## src/rtl/aewd_pkg.sv

```systemverilog
// ----------------------------------------------------------------------------
// aewd_pkg
// Shared types and tag codes for the address-event word decoder.
// ----------------------------------------------------------------------------
package aewd_pkg;

    localparam int WORD_W    = 32;
    localparam int TAG_W     = 6;
    localparam int TAG_LSB   = 26;
    localparam int PAYLOAD_W = 24;

    // Word tags (bits 31..26)
    localparam logic [TAG_W-1:0] TAG_EVENT       = 6'd0;
    localparam logic [TAG_W-1:0] TAG_EVENT_3D    = 6'd1;
    localparam logic [TAG_W-1:0] TAG_FEAT_FIRST  = 6'd2;
    localparam logic [TAG_W-1:0] TAG_FEAT_SECOND = 6'd3;
    localparam logic [TAG_W-1:0] TAG_FEAT3D_FIRST = 6'd4;
    localparam logic [TAG_W-1:0] TAG_STAMP       = 6'd32;

    typedef enum logic [2:0] {
        KIND_STAMP      = 3'd0,
        KIND_EVENT      = 3'd1,
        KIND_EVENT_FEAT = 3'd2,
        KIND_3D         = 3'd3,
        KIND_3D_FEAT    = 3'd4,
        KIND_ERROR      = 3'd5
    } kind_t;

    typedef struct packed {
        kind_t       kind;
        logic [23:0] stamp;
        logic        polarity;
        logic [6:0]  x_addr;
        logic [7:0]  y_addr;
        logic        channel;
        logic [7:0]  disparity;
        logic [7:0]  orientation;
        logic [7:0]  flow_x;
        logic [7:0]  flow_y;
        logic        packet_done;
    } result_t;

    typedef struct packed {
        logic                 pair_pending;
        logic                 pending_is_3d;
        logic [PAYLOAD_W-1:0] pending_payload;
        logic                 skip_to_end;
    } dec_state_t;

endpackage

```

## src/rtl/aewd_decode.sv

```systemverilog
// ----------------------------------------------------------------------------
// aewd_decode
// Single-word decode: result fields and next decoder state from one word.
// ----------------------------------------------------------------------------
module aewd_decode
    import aewd_pkg::*;
(
    input  logic [WORD_W-1:0] word,
    input  logic              packet_end,
    input  dec_state_t        state,
    output dec_state_t        state_next,
    output logic              emit,
    output result_t           result
);

    logic [TAG_W-1:0]     tag;
    logic [PAYLOAD_W-1:0] payload;

    assign tag     = word[TAG_LSB +: TAG_W];
    assign payload = word[PAYLOAD_W-1:0];

    always_comb
    begin
        state_next = state;
        emit       = 1'b0;
        result     = '0;
        result.kind = KIND_STAMP;

        if (state.skip_to_end)
        begin
            if (packet_end)
            begin
                state_next.skip_to_end = 1'b0;
            end
        end
        else if (state.pair_pending)
        begin
            emit = 1'b1;
            state_next.pair_pending = 1'b0;
            if (tag != TAG_FEAT_SECOND)
            begin
                result.kind            = KIND_ERROR;
                result.packet_done     = 1'b1;
                state_next.skip_to_end = !packet_end;
            end
            else
            begin
                result.kind        = state.pending_is_3d ? KIND_3D_FEAT : KIND_EVENT_FEAT;
                result.polarity    = state.pending_payload[0];
                result.x_addr      = state.pending_payload[7:1];
                result.y_addr      = state.pending_payload[15:8];
                if (state.pending_is_3d)
                begin
                    result.disparity = state.pending_payload[23:16];
                end
                else
                begin
                    result.channel = state.pending_payload[16];
                end
                result.orientation = payload[7:0];
                result.flow_x      = payload[15:8];
                result.flow_y      = payload[23:16];
                result.packet_done = packet_end;
            end
        end
        else
        begin
            unique case (tag)
                TAG_STAMP:
                begin
                    emit               = 1'b1;
                    result.kind        = KIND_STAMP;
                    result.stamp       = payload;
                    result.packet_done = packet_end;
                end
                TAG_EVENT:
                begin
                    emit               = 1'b1;
                    result.kind        = KIND_EVENT;
                    result.polarity    = payload[0];
                    result.x_addr      = payload[7:1];
                    result.y_addr      = payload[15:8];
                    result.channel     = payload[16];
                    result.packet_done = packet_end;
                end
                TAG_EVENT_3D:
                begin
                    emit               = 1'b1;
                    result.kind        = KIND_3D;
                    result.polarity    = payload[0];
                    result.x_addr      = payload[7:1];
                    result.y_addr      = payload[15:8];
                    result.disparity   = payload[23:16];
                    result.packet_done = packet_end;
                end
                TAG_FEAT_FIRST, TAG_FEAT3D_FIRST:
                begin
                    if (packet_end)
                    begin
                        // pair cut short by end of packet
                        emit               = 1'b1;
                        result.kind        = KIND_ERROR;
                        result.packet_done = 1'b1;
                    end
                    else
                    begin
                        state_next.pair_pending    = 1'b1;
                        state_next.pending_is_3d   = (tag == TAG_FEAT3D_FIRST);
                        state_next.pending_payload = payload;
                    end
                end
                default:
                begin
                    emit                   = 1'b1;
                    result.kind            = KIND_ERROR;
                    result.packet_done     = 1'b1;
                    state_next.skip_to_end = !packet_end;
                end
            endcase
        end
    end

endmodule

```

## src/rtl/address_event_word_decoder_core.sv

```systemverilog
// ----------------------------------------------------------------------------
// address_event_word_decoder_core
// Decodes tagged 32-bit packet words into stamp, event, feature and error results.
// ----------------------------------------------------------------------------
// Input channel: in_valid/in_ready carry one packet word (word, packet_end)
// per beat. Output channel: out_valid/out_ready carry one decoded result per
// beat (kind and its fields, unused fields zero).
// A word passes an input register, then one decode step into the result
// register; out_valid rises once its result is written there, and a full
// result register with out_ready low holds the word in the input register.
// One word is taken per cycle; the input register refills while a finished
// result waits, so only a stalled result with a full input register holds
// in_ready low. The first word of a feature pair gives no result; the pair
// result leaves with its second word. An error gives one result with
// packet_done set, and further words of that packet give none.
// Reset clears both valid flags and the decoder state (no pair held, not
// dropping). While out_ready is low the result holds and, once the input
// register is full, in_ready drops until the result is taken.
// ----------------------------------------------------------------------------
module address_event_word_decoder_core
    import aewd_pkg::*;
(
    input  logic              clk,
    input  logic              rst_n,
    input  logic              in_valid,
    output logic              in_ready,
    input  logic [WORD_W-1:0] word,
    input  logic              packet_end,
    output logic              out_valid,
    input  logic              out_ready,
    output logic [2:0]        kind,
    output logic [23:0]       stamp,
    output logic              polarity,
    output logic [6:0]        x_addr,
    output logic [7:0]        y_addr,
    output logic              channel,
    output logic [7:0]        disparity,
    output logic [7:0]        orientation,
    output logic [7:0]        flow_x,
    output logic [7:0]        flow_y,
    output logic              packet_done
);

    logic              in_valid_reg;
    logic [WORD_W-1:0] word_reg;
    logic              end_reg;
    logic              out_valid_reg;
    result_t           result_reg;
    dec_state_t        state_reg;
    dec_state_t        state_next;
    result_t           result_next;
    logic              emit;
    logic              advance;

    // the input register moves on whenever the result register is free
    assign advance  = in_valid_reg && (!out_valid_reg || out_ready);
    assign in_ready = !in_valid_reg || advance;

    aewd_decode u_decode (
        .word       (word_reg),
        .packet_end (end_reg),
        .state      (state_reg),
        .state_next (state_next),
        .emit       (emit),
        .result     (result_next)
    );

    always_ff @(posedge clk or negedge rst_n)
    begin
        if (!rst_n)
        begin
            in_valid_reg  <= 1'b0;
            out_valid_reg <= 1'b0;
            state_reg     <= '0;
        end
        else
        begin
            if (in_ready)
            begin
                in_valid_reg <= in_valid;
            end
            if (advance)
            begin
                state_reg     <= state_next;
                out_valid_reg <= emit;
            end
            else if (out_ready)
            begin
                out_valid_reg <= 1'b0;
            end
        end
    end

    always_ff @(posedge clk)
    begin
        if (in_valid && in_ready)
        begin
            word_reg <= word;
            end_reg  <= packet_end;
        end
        if (advance && emit)
        begin
            result_reg <= result_next;
        end
    end

    assign out_valid   = out_valid_reg;
    assign kind        = result_reg.kind;
    assign stamp       = result_reg.stamp;
    assign polarity    = result_reg.polarity;
    assign x_addr      = result_reg.x_addr;
    assign y_addr      = result_reg.y_addr;
    assign channel     = result_reg.channel;
    assign disparity   = result_reg.disparity;
    assign orientation = result_reg.orientation;
    assign flow_x      = result_reg.flow_x;
    assign flow_y      = result_reg.flow_y;
    assign packet_done = result_reg.packet_done;

    a_error_done: assert property (@(posedge clk) disable iff (!rst_n)
        (out_valid_reg && result_reg.kind == KIND_ERROR) |-> result_reg.packet_done)
        else $error("error result without packet_done");

    a_state_excl: assert property (@(posedge clk) disable iff (!rst_n)
        !(state_reg.skip_to_end && state_reg.pair_pending))
        else $error("dropping while a pair is held");

    a_ready_free: assert property (@(posedge clk) disable iff (!rst_n)
        !out_valid_reg |-> in_ready)
        else $error("input stalled with empty result register");

    a_stamp_clean: assert property (@(posedge clk) disable iff (!rst_n)
        (out_valid_reg && result_reg.kind == KIND_STAMP) |->
            (result_reg.x_addr == 7'd0 && result_reg.flow_y == 8'd0))
        else $error("stamp result carries event fields");

endmodule
```

## config.mk

```make
export PLATFORM = sky130hd
export DESIGN_NAME = address_event_word_decoder_core
export DESIGN_NICKNAME = d
export VERILOG_FILES = /design/src/rtl/aewd_pkg.sv /design/src/rtl/aewd_decode.sv /design/src/rtl/address_event_word_decoder_core.sv
export SDC_FILE = /design/constraint.sdc
export NUM_CORES = 1
export LEC_CHECK = 0
export BUFFER_PORTS_ARGS = -buffer_cell sky130_fd_sc_hd__buf_2
export CAP_MARGIN = 20
export CORE_MARGIN = 1
export CORE_UTILIZATION = 55
export CTS_BUF_LIST = sky130_fd_sc_hd__clkbuf_2 sky130_fd_sc_hd__clkbuf_4 sky130_fd_sc_hd__clkbuf_8
export CTS_CLUSTER_SIZE = 14
export DETAILED_ROUTE_END_ITERATION = 6
export PLACE_DENSITY = 0.8
export SLEW_MARGIN = 10
export SYNTH_ARGS = -nofsm -noshare
export SYNTH_HDL_FRONTEND = slang
export SYNTH_HIERARCHICAL = 1
export SYNTH_SLANG_ARGS = --single-unit
```

## constraint.sdc

```tcl
create_clock -name clk -period 12.8 [get_ports clk]
set_input_delay 0 -clock clk [delete_from_list [all_inputs] [get_ports clk]]
set_output_delay 0 -clock clk [all_outputs]
set_load 0.02 [all_outputs]
```

# == Yosys cells after proc, flatten, opt, wreduce, memory -nomap -nowiden ==
# Index checks and enable logic that the tools add are counted.
# totals
ff_bits,139
output_inout_bits,79
elab_cells,75
inputBits,37
# op_classes
bitwise_logic,4
reduce_logical,18
n_eq_ne,5
mux,29
# ops
cell,n
2-to-1 mux 26 bit,2
2-to-1 mux 49 bit,1
2-to-1 mux 25 bit,1
2-to-1 mux 1 bit,16
2-to-1 mux 16 bit,1
2-to-1 mux 8 bit,2
2-to-1 mux 3 bit,4
one-hot mux 3 bit (4 select lines),1
OR reduction 3 bit,3
"equality test 6 x 1 -> 1 bit, second input constant",1
"equality test 6 x 2 -> 1 bit, second input constant",1
"equality test 6 x 3 -> 1 bit, second input constant",1
"equality test 6 bit, second input constant",1
zero test 6 bit,1
"!= test 6 x 2 -> 1 bit, second input constant",1
AND reduction 5 bit,1
OR reduction 5 bit,1
inverter 1 bit,4
OR reduction 2 bit,2
logical AND 1 bit,3
zero test 1 bit,3
logical OR 1 bit,2
one-hot mux 1 bit (2 select lines),1
AND reduction 2 bit,1
nonzero test 2 bit,1

# == Logic depth before layout (Yosys ltp) ==
# Gate-level depths: netlist of run 1.
# depth
ltp_word,6
ltp_mapped,7
mapped_depth_nobuf,5

# == Hierarchy ==
# The synthesis of run 1 kept the hierarchy.
# by_module_without_submodules
module,area_per_inst_um2,n_inst,cells_per_inst,seq_area_each_um2
address_event_word_decoder_core,4509.3,1,177,4028.9
aewd_decode,1213.7,1,179,0.0

# == Least setup slack after synthesis of run 1 ==
# OpenSTA, ideal clock, no wires.
# synth_path
path_type,flip-flop to flip-flop
startpoint,register word_reg[27]
endpoint,register result_reg (netlist bit channel) (enable)
setup_slack_ns,7.973
stages_incl_launch_ff,7
t_arrival_ns,4.315
setup_time_ns,0.512
path_buffers,1
synth_period_minus_slack_ns,4.827
required_ns,12.288
path_cell_list,edfxtp_1 -> clkbuf_1 -> xnor2_1 -> nor2_1 -> a21oi_1 -> nand2_1 -> nor2_1
# synth_between
elab_chain_len,6
# synth_rtl
item,line,source
from (decl),address_event_word_decoder_core.sv:45,logic [WORD_W-1:0] word_reg;
from (signal assigned),address_event_word_decoder_core.sv:98,word_reg <= word;
equality test 6 x 2 -> 1 bit / equality test 6 x 3 -> 1 bit (equally long branches),aewd_decode.sv:68,unique case (tag)
OR reduction 2 bit (*),aewd_decode.sv:68,
2-to-1 mux 1 bit (*),aewd_decode.sv:68,
2-to-1 mux 1 bit (*),aewd_decode.sv:36,else if (state.pair_pending)
2-to-1 mux 1 bit (*),aewd_decode.sv:29,if (state.skip_to_end)
via emit,address_event_word_decoder_core.sv:52,logic emit;
logical AND 1 bit (*),address_event_word_decoder_core.sv:101,if (advance && emit)
to (signal assigned),address_event_word_decoder_core.sv:103,result_reg <= result_next;
to (decl),address_event_word_decoder_core.sv:48,result_t result_reg;
# The timed path passes the listed nets; every way through them passes the cells marked *.
# A chain may end at the register's enable or synchronous reset.

# == Worst setup path after layout of run 1 ==
# layout_path
startpoint,register word_reg[31]
endpoint,register state_reg[8] (netlist name)
# layout_between
elab_chain_len,3
# layout_rtl
item,line,source
equality test 6 x 2 -> 1 bit / equality test 6 x 3 -> 1 bit (equally long branches),aewd_decode.sv:68,
OR reduction 2 bit (*),aewd_decode.sv:68,
AND reduction 5 bit (no line) (*),-,
to (signal assigned),address_event_word_decoder_core.sv:84,state_reg <= state_next;
to (decl),address_event_word_decoder_core.sv:49,dec_state_t state_reg;
# Every way passes the cells marked *; elsewhere a longest branch is shown, timed or not.

==> summary.md, run 1 <==
| Metric | Value |
|---|---|
| Minimum period implied by the final worst setup slack | 3.05 ns |
| WL per Instance | roughly 16 um |
| Drt total wl | 10500 um |
| Largest fanout of any net on the critical path | 14 |
| Syn avg cell area | 16.0 um^2 |
| IO Port Bufs | 113 |
| Max-slew violation total from the final report | 0 |
| Area growth from synthesis to final layout | 25.1% |
| Placement-stage cell area | between 6000 and 7000 um^2 |
| Critical path class | register to register |
| First DRT Iteration DRCs | ~180 |
| Number of antenna-violating nets in the routed design | 0 |
| Global route total overflow | 0 |
| Global routing usage summed across all routing layers | 21.3% |
| Number of placement rows | 36 |
| Max cap viols | 0 |
| Flip-flop count of the largest register after layout | 30 |
| Data required time at the worst endpoint | ~13 ns |
| Worst-Margin Slew | 1.01 ns |
| Result of the run | finished clean |
| Buffer count from post-CTS setup fixing | 0 |
| Die height | between 100 and 150 um |
| Final WS setup | 9.75 ns |
| Post-synth net total | about 390 |
| Chip Width | approximately 100 um |
| Worst IR Drop VDD | 0.131 mV |
| Sort of element at the start of the critical path | register |
| Number of global-route vias before repair | 3251 |
| FMAX | 328 MHz |
| Detailed-routing iteration count for the pre-antenna-repair pass | 4 |
| Relative slew slack | 32.7% |
| Gate count of the mapped netlist | 354 |
| Floorplan core area | 9860 um^2 |
| Maximum number of pins on one net before global-route repair | 78 |
| Fraction of the core area covered by cells at the end of the flow | 71.8% |
| Setup TNS Final | 0 ns |
| Post-detail-place hpwl | 6630 um |
| Number of top-level pins | 116 |
| Worst Clk Skew | 0.0106 ns |
| Leakage power of the design | 2.92 nW |
| Buffers from clock root to sink, at most | 2 |
| Clk Latency, worst-skew pair | 0.43 ns |
| Final setup violation count | 0 |
| Initial cell density of the core | 57.4% |
| Vias post-DR | 3432 |
| Global-route wire length before repair | 16200 um |
| Data arrival, critical path | 3.36 ns |
| Hold Buf Count CTS | 34 |
| Vias per cell | 5.23 |
| DRC | 0 |
| Die area | 10700 um^2 |
| TritonCTS Sinks | 137 |
| Number of antenna violations at the first check in global routing | 0 |
| Min-delay worst type | input port to async pin |
| CTS-repair resized insts | 0 |
| Antenna Diode Count | 0 |
| PD cells | ~180 nW/um^2 |
| Number of CTS-inserted buffers | 17 |
| Share of the cycle needed by the critical path after routing | 23.8% |
| Unrepaired setup endpoints after global routing | no |
| Worst Setup End Kind | register |
| Final hold viol count | 0 |
| TritonCTS clock tree | yes |
| Post-route cell area | a little over 7000 um^2 |
| Clock Pin Slew Worst Setup and Hold Paths | approximately 0.070 ns |
| Syn. warnings | 6 |
| Post-Syn Area | 5660 um^2 |
| Proportion of layout cells with a drive suffix above 1 | 40.2% |
| Worst-case setup slack after placement | 9.81 ns |
| CTS Root Cell | clkbuf_8 |
| Routability Congestion | 0.827 |
| Number of nets in the layout | 547 |
| Number of H-tree branching levels | 4 |
==> area by class of cell <==
class | instances | area (um^2)
Inverter | 3 | 11.3
Timing Repair Buffer | 154 | 966
Fill cell | 663 | 2780
Clock inverter | 10 | 128
Tap cell | 133 | 166
Clock buffer | 22 | 278
Sequential cell | 137 | 3970
Multi-Input combinational cell | 197 | 1560
==> power by group <==
| group | internal (W) | leakage (nW) | total (W) | switching [W] |
|---|---|---|---|---|
| logic | 0.000133 | 1.27 | 0.000305 | 0.000171 |
| clock network | 0.000204 | 0.215 | 0.000357 | 0.000153 |
| registers | 0.000593 | 1.43 | 0.000645 | 0.0000528 |
==> cells in the final DEF (no fill, tap or decap), types with 2 or more instances in the layout <==
| cell type | count |
|---|---|
| nand2b_1 | 7 |
| nand3_1 | 2 |
| or4_4 | 2 |
| bufinv_16 | 3 |
| dfrtp_1 | 29 |
| dlygate4sd3_1 | 34 |
| mux2_2 | 29 |
| mux2_1 | 2 |
| and2_1 | 39 |
| a21oi_1 | 5 |
| o21ai_0 | 3 |
| nor3_1 | 3 |
| buf_2 | 113 |
| mux2_4 | 20 |
| buf_4 | 5 |
| a211oi_1 | 3 |
| nand4_1 | 3 |
| a22o_1 | 4 |
| clkinv_2 | 5 |
| clkbuf_4 | 4 |
| buf_6 | 2 |
| clkbuf_8 | 18 |
| nand2_1 | 6 |
| nor2_1 | 35 |
| edfxtp_1 | 108 |
| a22oi_1 | 16 |
| o2bb2ai_1 | 4 |
| nor2_4 | 2 |
| inv_1 | 3 |
==> worst max-delay path: stages, from the launching register on <==
cell and delay, ns:
edfxtp_1 0.50, or4_4 0.58, nor4b_4 0.85, buf_4 0.37
mux2_2 0.36, mux2_4 0.27
==> stage by stage <==
| step | power (W) | instances | hold slack (ns) |
|---|---|---|---|
| CTS | 0.00132 | 656 | 0.181 |
| finish | 0.00131 | 656 | 0.170 |
| global placement | 0.000939 | 588 | 0.0833 |
| floorplan | 0.000871 | 354 | -0.296 |
| global route | 0.00137 | 656 | 0.236 |
| detailed placement | 0.000953 | 590 | 0.0957 |
==> per-layer routing <==
metal	routed length (um)	share of wire, %	GRT usage (%)
met4	133	1.3	7.48
met5	0	0	0
met3	611	5.8	6.85
met1	4490	43	26.8
met2	5280	50	35.0
==> worst paths after layout <==
kind / startpoint / to / slack (ns) / cells after the start
hold / removal: rst_n / state_reg[22]$_DFFE_PN0P_ / 0.17 / 2
min in group clk: word[12] / word_reg[12]$_DFFE_PP_ / 0.27 / 2
setup reg to reg: word_reg[31]$_DFFE_PP_ / state_reg[8]$_DFFE_PN0P_ / 9.75 / 5
hold reg to reg: state_reg[25]$_DFFE_PN0P_ / state_reg[25]$_DFFE_PN0P_ / 0.54 / 1
setup / recovery: word_reg[31]$_DFFE_PP_ / state_reg[8]$_DFFE_PN0P_ / 9.75 / 5
max in group asynchronous: rst_n / state_reg[13]$_DFFE_PN0P_ / 12.16 / 2
Note: power is estimated with default switching activity, not from simulation.
==> run 2: changes to the inputs <==
clock period = 3 ns   (was 12.8 ns; I/O delays follow)
==> run 2 against run 1 <==
Effect of this change: first-iteration DRC count did not move; count of clock-buffer cells in the layout fell by 2; via count fell by 1.3%; worst setup slack got worse by 9.3 ns; cell count rose by 0.30%; sequential power rose to 4.3 times the previous value; sequential cell count did not move; clock skew fell by 0.0029 ns; routed wire length fell by 0.50%.
==> summary.md, run 2 (synthesis gave the netlist of run 1 again) <==
| Metric | Value |
|---|---|
| Cell chain of the critical path | or4_4, nor4b_4, buf_4, mux2_2, mux2_4 |
| Critical R2R Capture | state_reg[18]$_DFFE_PN0P_ |
| Sw power | 0.00159 W |
| Worst IR Drop VDD | 0.454 mV |
| Internal power contribution | 0.00377 W |
| Buffers from clock root to sink, at most | 2 |
| Antenna Diode Count | 0 |
| Proportion of layout cells with a drive suffix above 1 | 40.2% |
| Max Used Layer | met4 |
| Unrepaired setup endpoints after global routing | no |
| Maximum number of pins on one net before global-route repair | 78 |
| Minimum period implied by the final worst setup slack | 2.58 ns |
| Power Total | 0.00536 W |
| Result of the run | finished clean |
| Sort of element at the start of the critical path | register |
| CTS Root Cell | clkbuf_8 |
| TritonCTS Sinks | 137 |
| Min-delay worst type | input port to async pin |
| Fraction of the core area covered by cells at the end of the flow | 71.4% |
| Setup TNS Final | 0 ns |
| Number of cells traversed by the worst register-to-register path | 5 |
| Number of nets in the layout | 549 |
| Number of placement rows | 36 |
| Global-route wire length before repair | 16300 um |
| Post-detail-place hpwl | 6540 um |
| TritonCTS clock tree | yes |
| Number of inserted filler cells in the final layout | 679 |
| Origin of the critical flop-to-flop path | word_reg[31]$_DFFE_PP_ |
| Final setup violation count | 0 |
| Multi-input gate area | between 1500 and 2000 um^2 |
| Number of antenna-violating nets in the routed design | 0 |
| Area growth from synthesis to final layout | 24.3% |
| Die area | 10700 um^2 |
| Most common cell after layout, fill and taps aside | buf_2 |
| Flip-flop count of the largest register after layout | 30 |
| PD cells | 761 nW/um^2 |
| WL per Instance | 15.9 um |
| IO Port Bufs | approximately 110 |
| Global routing usage summed across all routing layers | 21.2% |
| Vias post-DR | 3389 |
| Relative slew slack | about 47% |
| Number of top-level pins | around 120 |
| Kind of cell adding the most delay to the critical path | simple AND/OR/NAND/NOR gates |
| Sequential share of power | approximately 51% |
| Vias per cell | slightly above 5 |
| FMAX | 387 MHz |
| Number of CTS-inserted buffers | 17 |
| Most frequent cells in the layout | 113 x buf_2, 108 x edfxtp_1, 38 x and2_1 |
| Delay of the slowest cell on the worst path | 0.57 ns |
| Clock Pin Slew Worst Setup and Hold Paths | about 0.07 ns |
| Max-slew violation total from the final report | 0 |
| Number of antenna violations at the first check in global routing | 0 |
| Number of H-tree branching levels | 4 |
| Critical path class | register to register |
| Drt total wl | 10500 um |
| First DRT Iteration DRCs | approximately 180 |
| Largest fanout of any net on the critical path | 10 |
| Worst Clk Skew | slightly below 0.008 ns |
| Met2 routed wirelength | 5120 um |
| Met1 wire length | 4600 um |
| Cell with the biggest individual delay on the critical path | or4_4 |
| DRC | 0 |
| Net Sw Frac | 29.7% |
| Detailed-routing iteration count for the pre-antenna-repair pass | 4 |
| Part of the total power dissipated in the clock network | ~24% |
| Chip Width | 103 um |
| Share of the cycle needed by the critical path after routing | 86.1% |
| Met3 wire length | 589 um |
| Floorplan core area | 9860 um^2 |
| Data arrival, critical path | 2.90 ns |
| Logic gate share of total power | 24.5% |
| Storage element area | 3970 um^2 |
| Buffer count from post-CTS setup fixing | 0 |
| Global route total overflow | 0 |
| Total buffers and inverters traversed by the critical path | 1 |
| Number of cells on the critical path | 5 |
| Data required time at the worst endpoint | 3.32 ns |
| Leakage power of the design | 2.90 nW |
| Initial cell density of the core | 57.4% |
| Clk Latency, worst-skew pair | ~0.43 ns |
| Worst Setup End Kind | register |
| Worst-Margin Slew | 0.796 ns |
| Max cap viols | 0 |
| Slack of the worst reg-to-reg path | 0.42 ns |
| Final hold viol count | 0 |
| Routability Congestion | 0.801 |
| Number of global-route vias before repair | 3189 |
| Die height | 103 um |
## run 2: worst max-delay path by stage
stage                                      start                        end  slack [ns]
after floorplan           word_reg[27]$_DFFE_PP_          channel$_DFFE_PP_        0.31
after global placement    word_reg[31]$_DFFE_PP_   state_reg[3]$_DFFE_PN0P_        0.48
after detailed placement  word_reg[31]$_DFFE_PP_   state_reg[9]$_DFFE_PN0P_        0.44
after CTS                 word_reg[31]$_DFFE_PP_   state_reg[9]$_DFFE_PN0P_        0.43
after global routing      word_reg[31]$_DFFE_PP_   state_reg[7]$_DFFE_PN0P_        0.33
final                     word_reg[31]$_DFFE_PP_  state_reg[18]$_DFFE_PN0P_        0.42
## run 2: what timing repair did
action                    in CTS  in global routing
hold endpoints to repair      62                  0
resized for setup              0                  0
hold buffers                  34                  0
## run 2: layer usage
metal | up-vias | global-route usage, %
met1 | 1616 | 28.4
li1 | 1630 | -
met5 | - | 0
met4 | 0 | 8.56
met3 | 14 | 4.84
met2 | 129 | 33.9
## run 2: power groups by stage
stage	combinational, W	sequential (W)	clock, W
floorplan	0.000713	0.00299	0
detailed placement	0.00128	0.00278	0
global placement	0.00126	0.00276	0
CTS	0.00132	0.00275	0.00132
global route	0.00141	0.00280	0.00139
finish	0.00131	0.00275	0.00130
## run 2: worst register-to-register path: cells and delay by family, from the launching register on
kind / cells / cell delay [ns]
buffers and inverters: 1 / 0.30
flip-flops: 1 / 0.48
multiplexers: 2 / 0.64
AND/OR/NAND/NOR: 2 / 1.07
## run 2: layout make-up
type | instances | area share (%)
flip-flops and latches | 137 | 56.4
multi-input cells | 197 | 22.2
repair buffers | 156 | 14.0
clock buffers | 20 | 3.64
well taps | 133 | 2.36
clock inverters | 12 | 1.21
inverters | 3 | 0.160
## run 2: stage by stage
stage / hold slack [ns] / setup WS [ns] / cell area [um^2] / std cells
2_1_floorplan: -0.296 / 0.314 / 5670 / 354
3_3_place_gp: 0.0768 / 0.482 / 6360 / 592
3_5_place_dp: 0.0892 / 0.444 / 6360 / 592
4_1_cts: 0.184 / 0.427 / 7040 / 658
5_1_grt: 0.252 / 0.332 / 7040 / 658
6_report: 0.158 / 0.416 / 7040 / 658
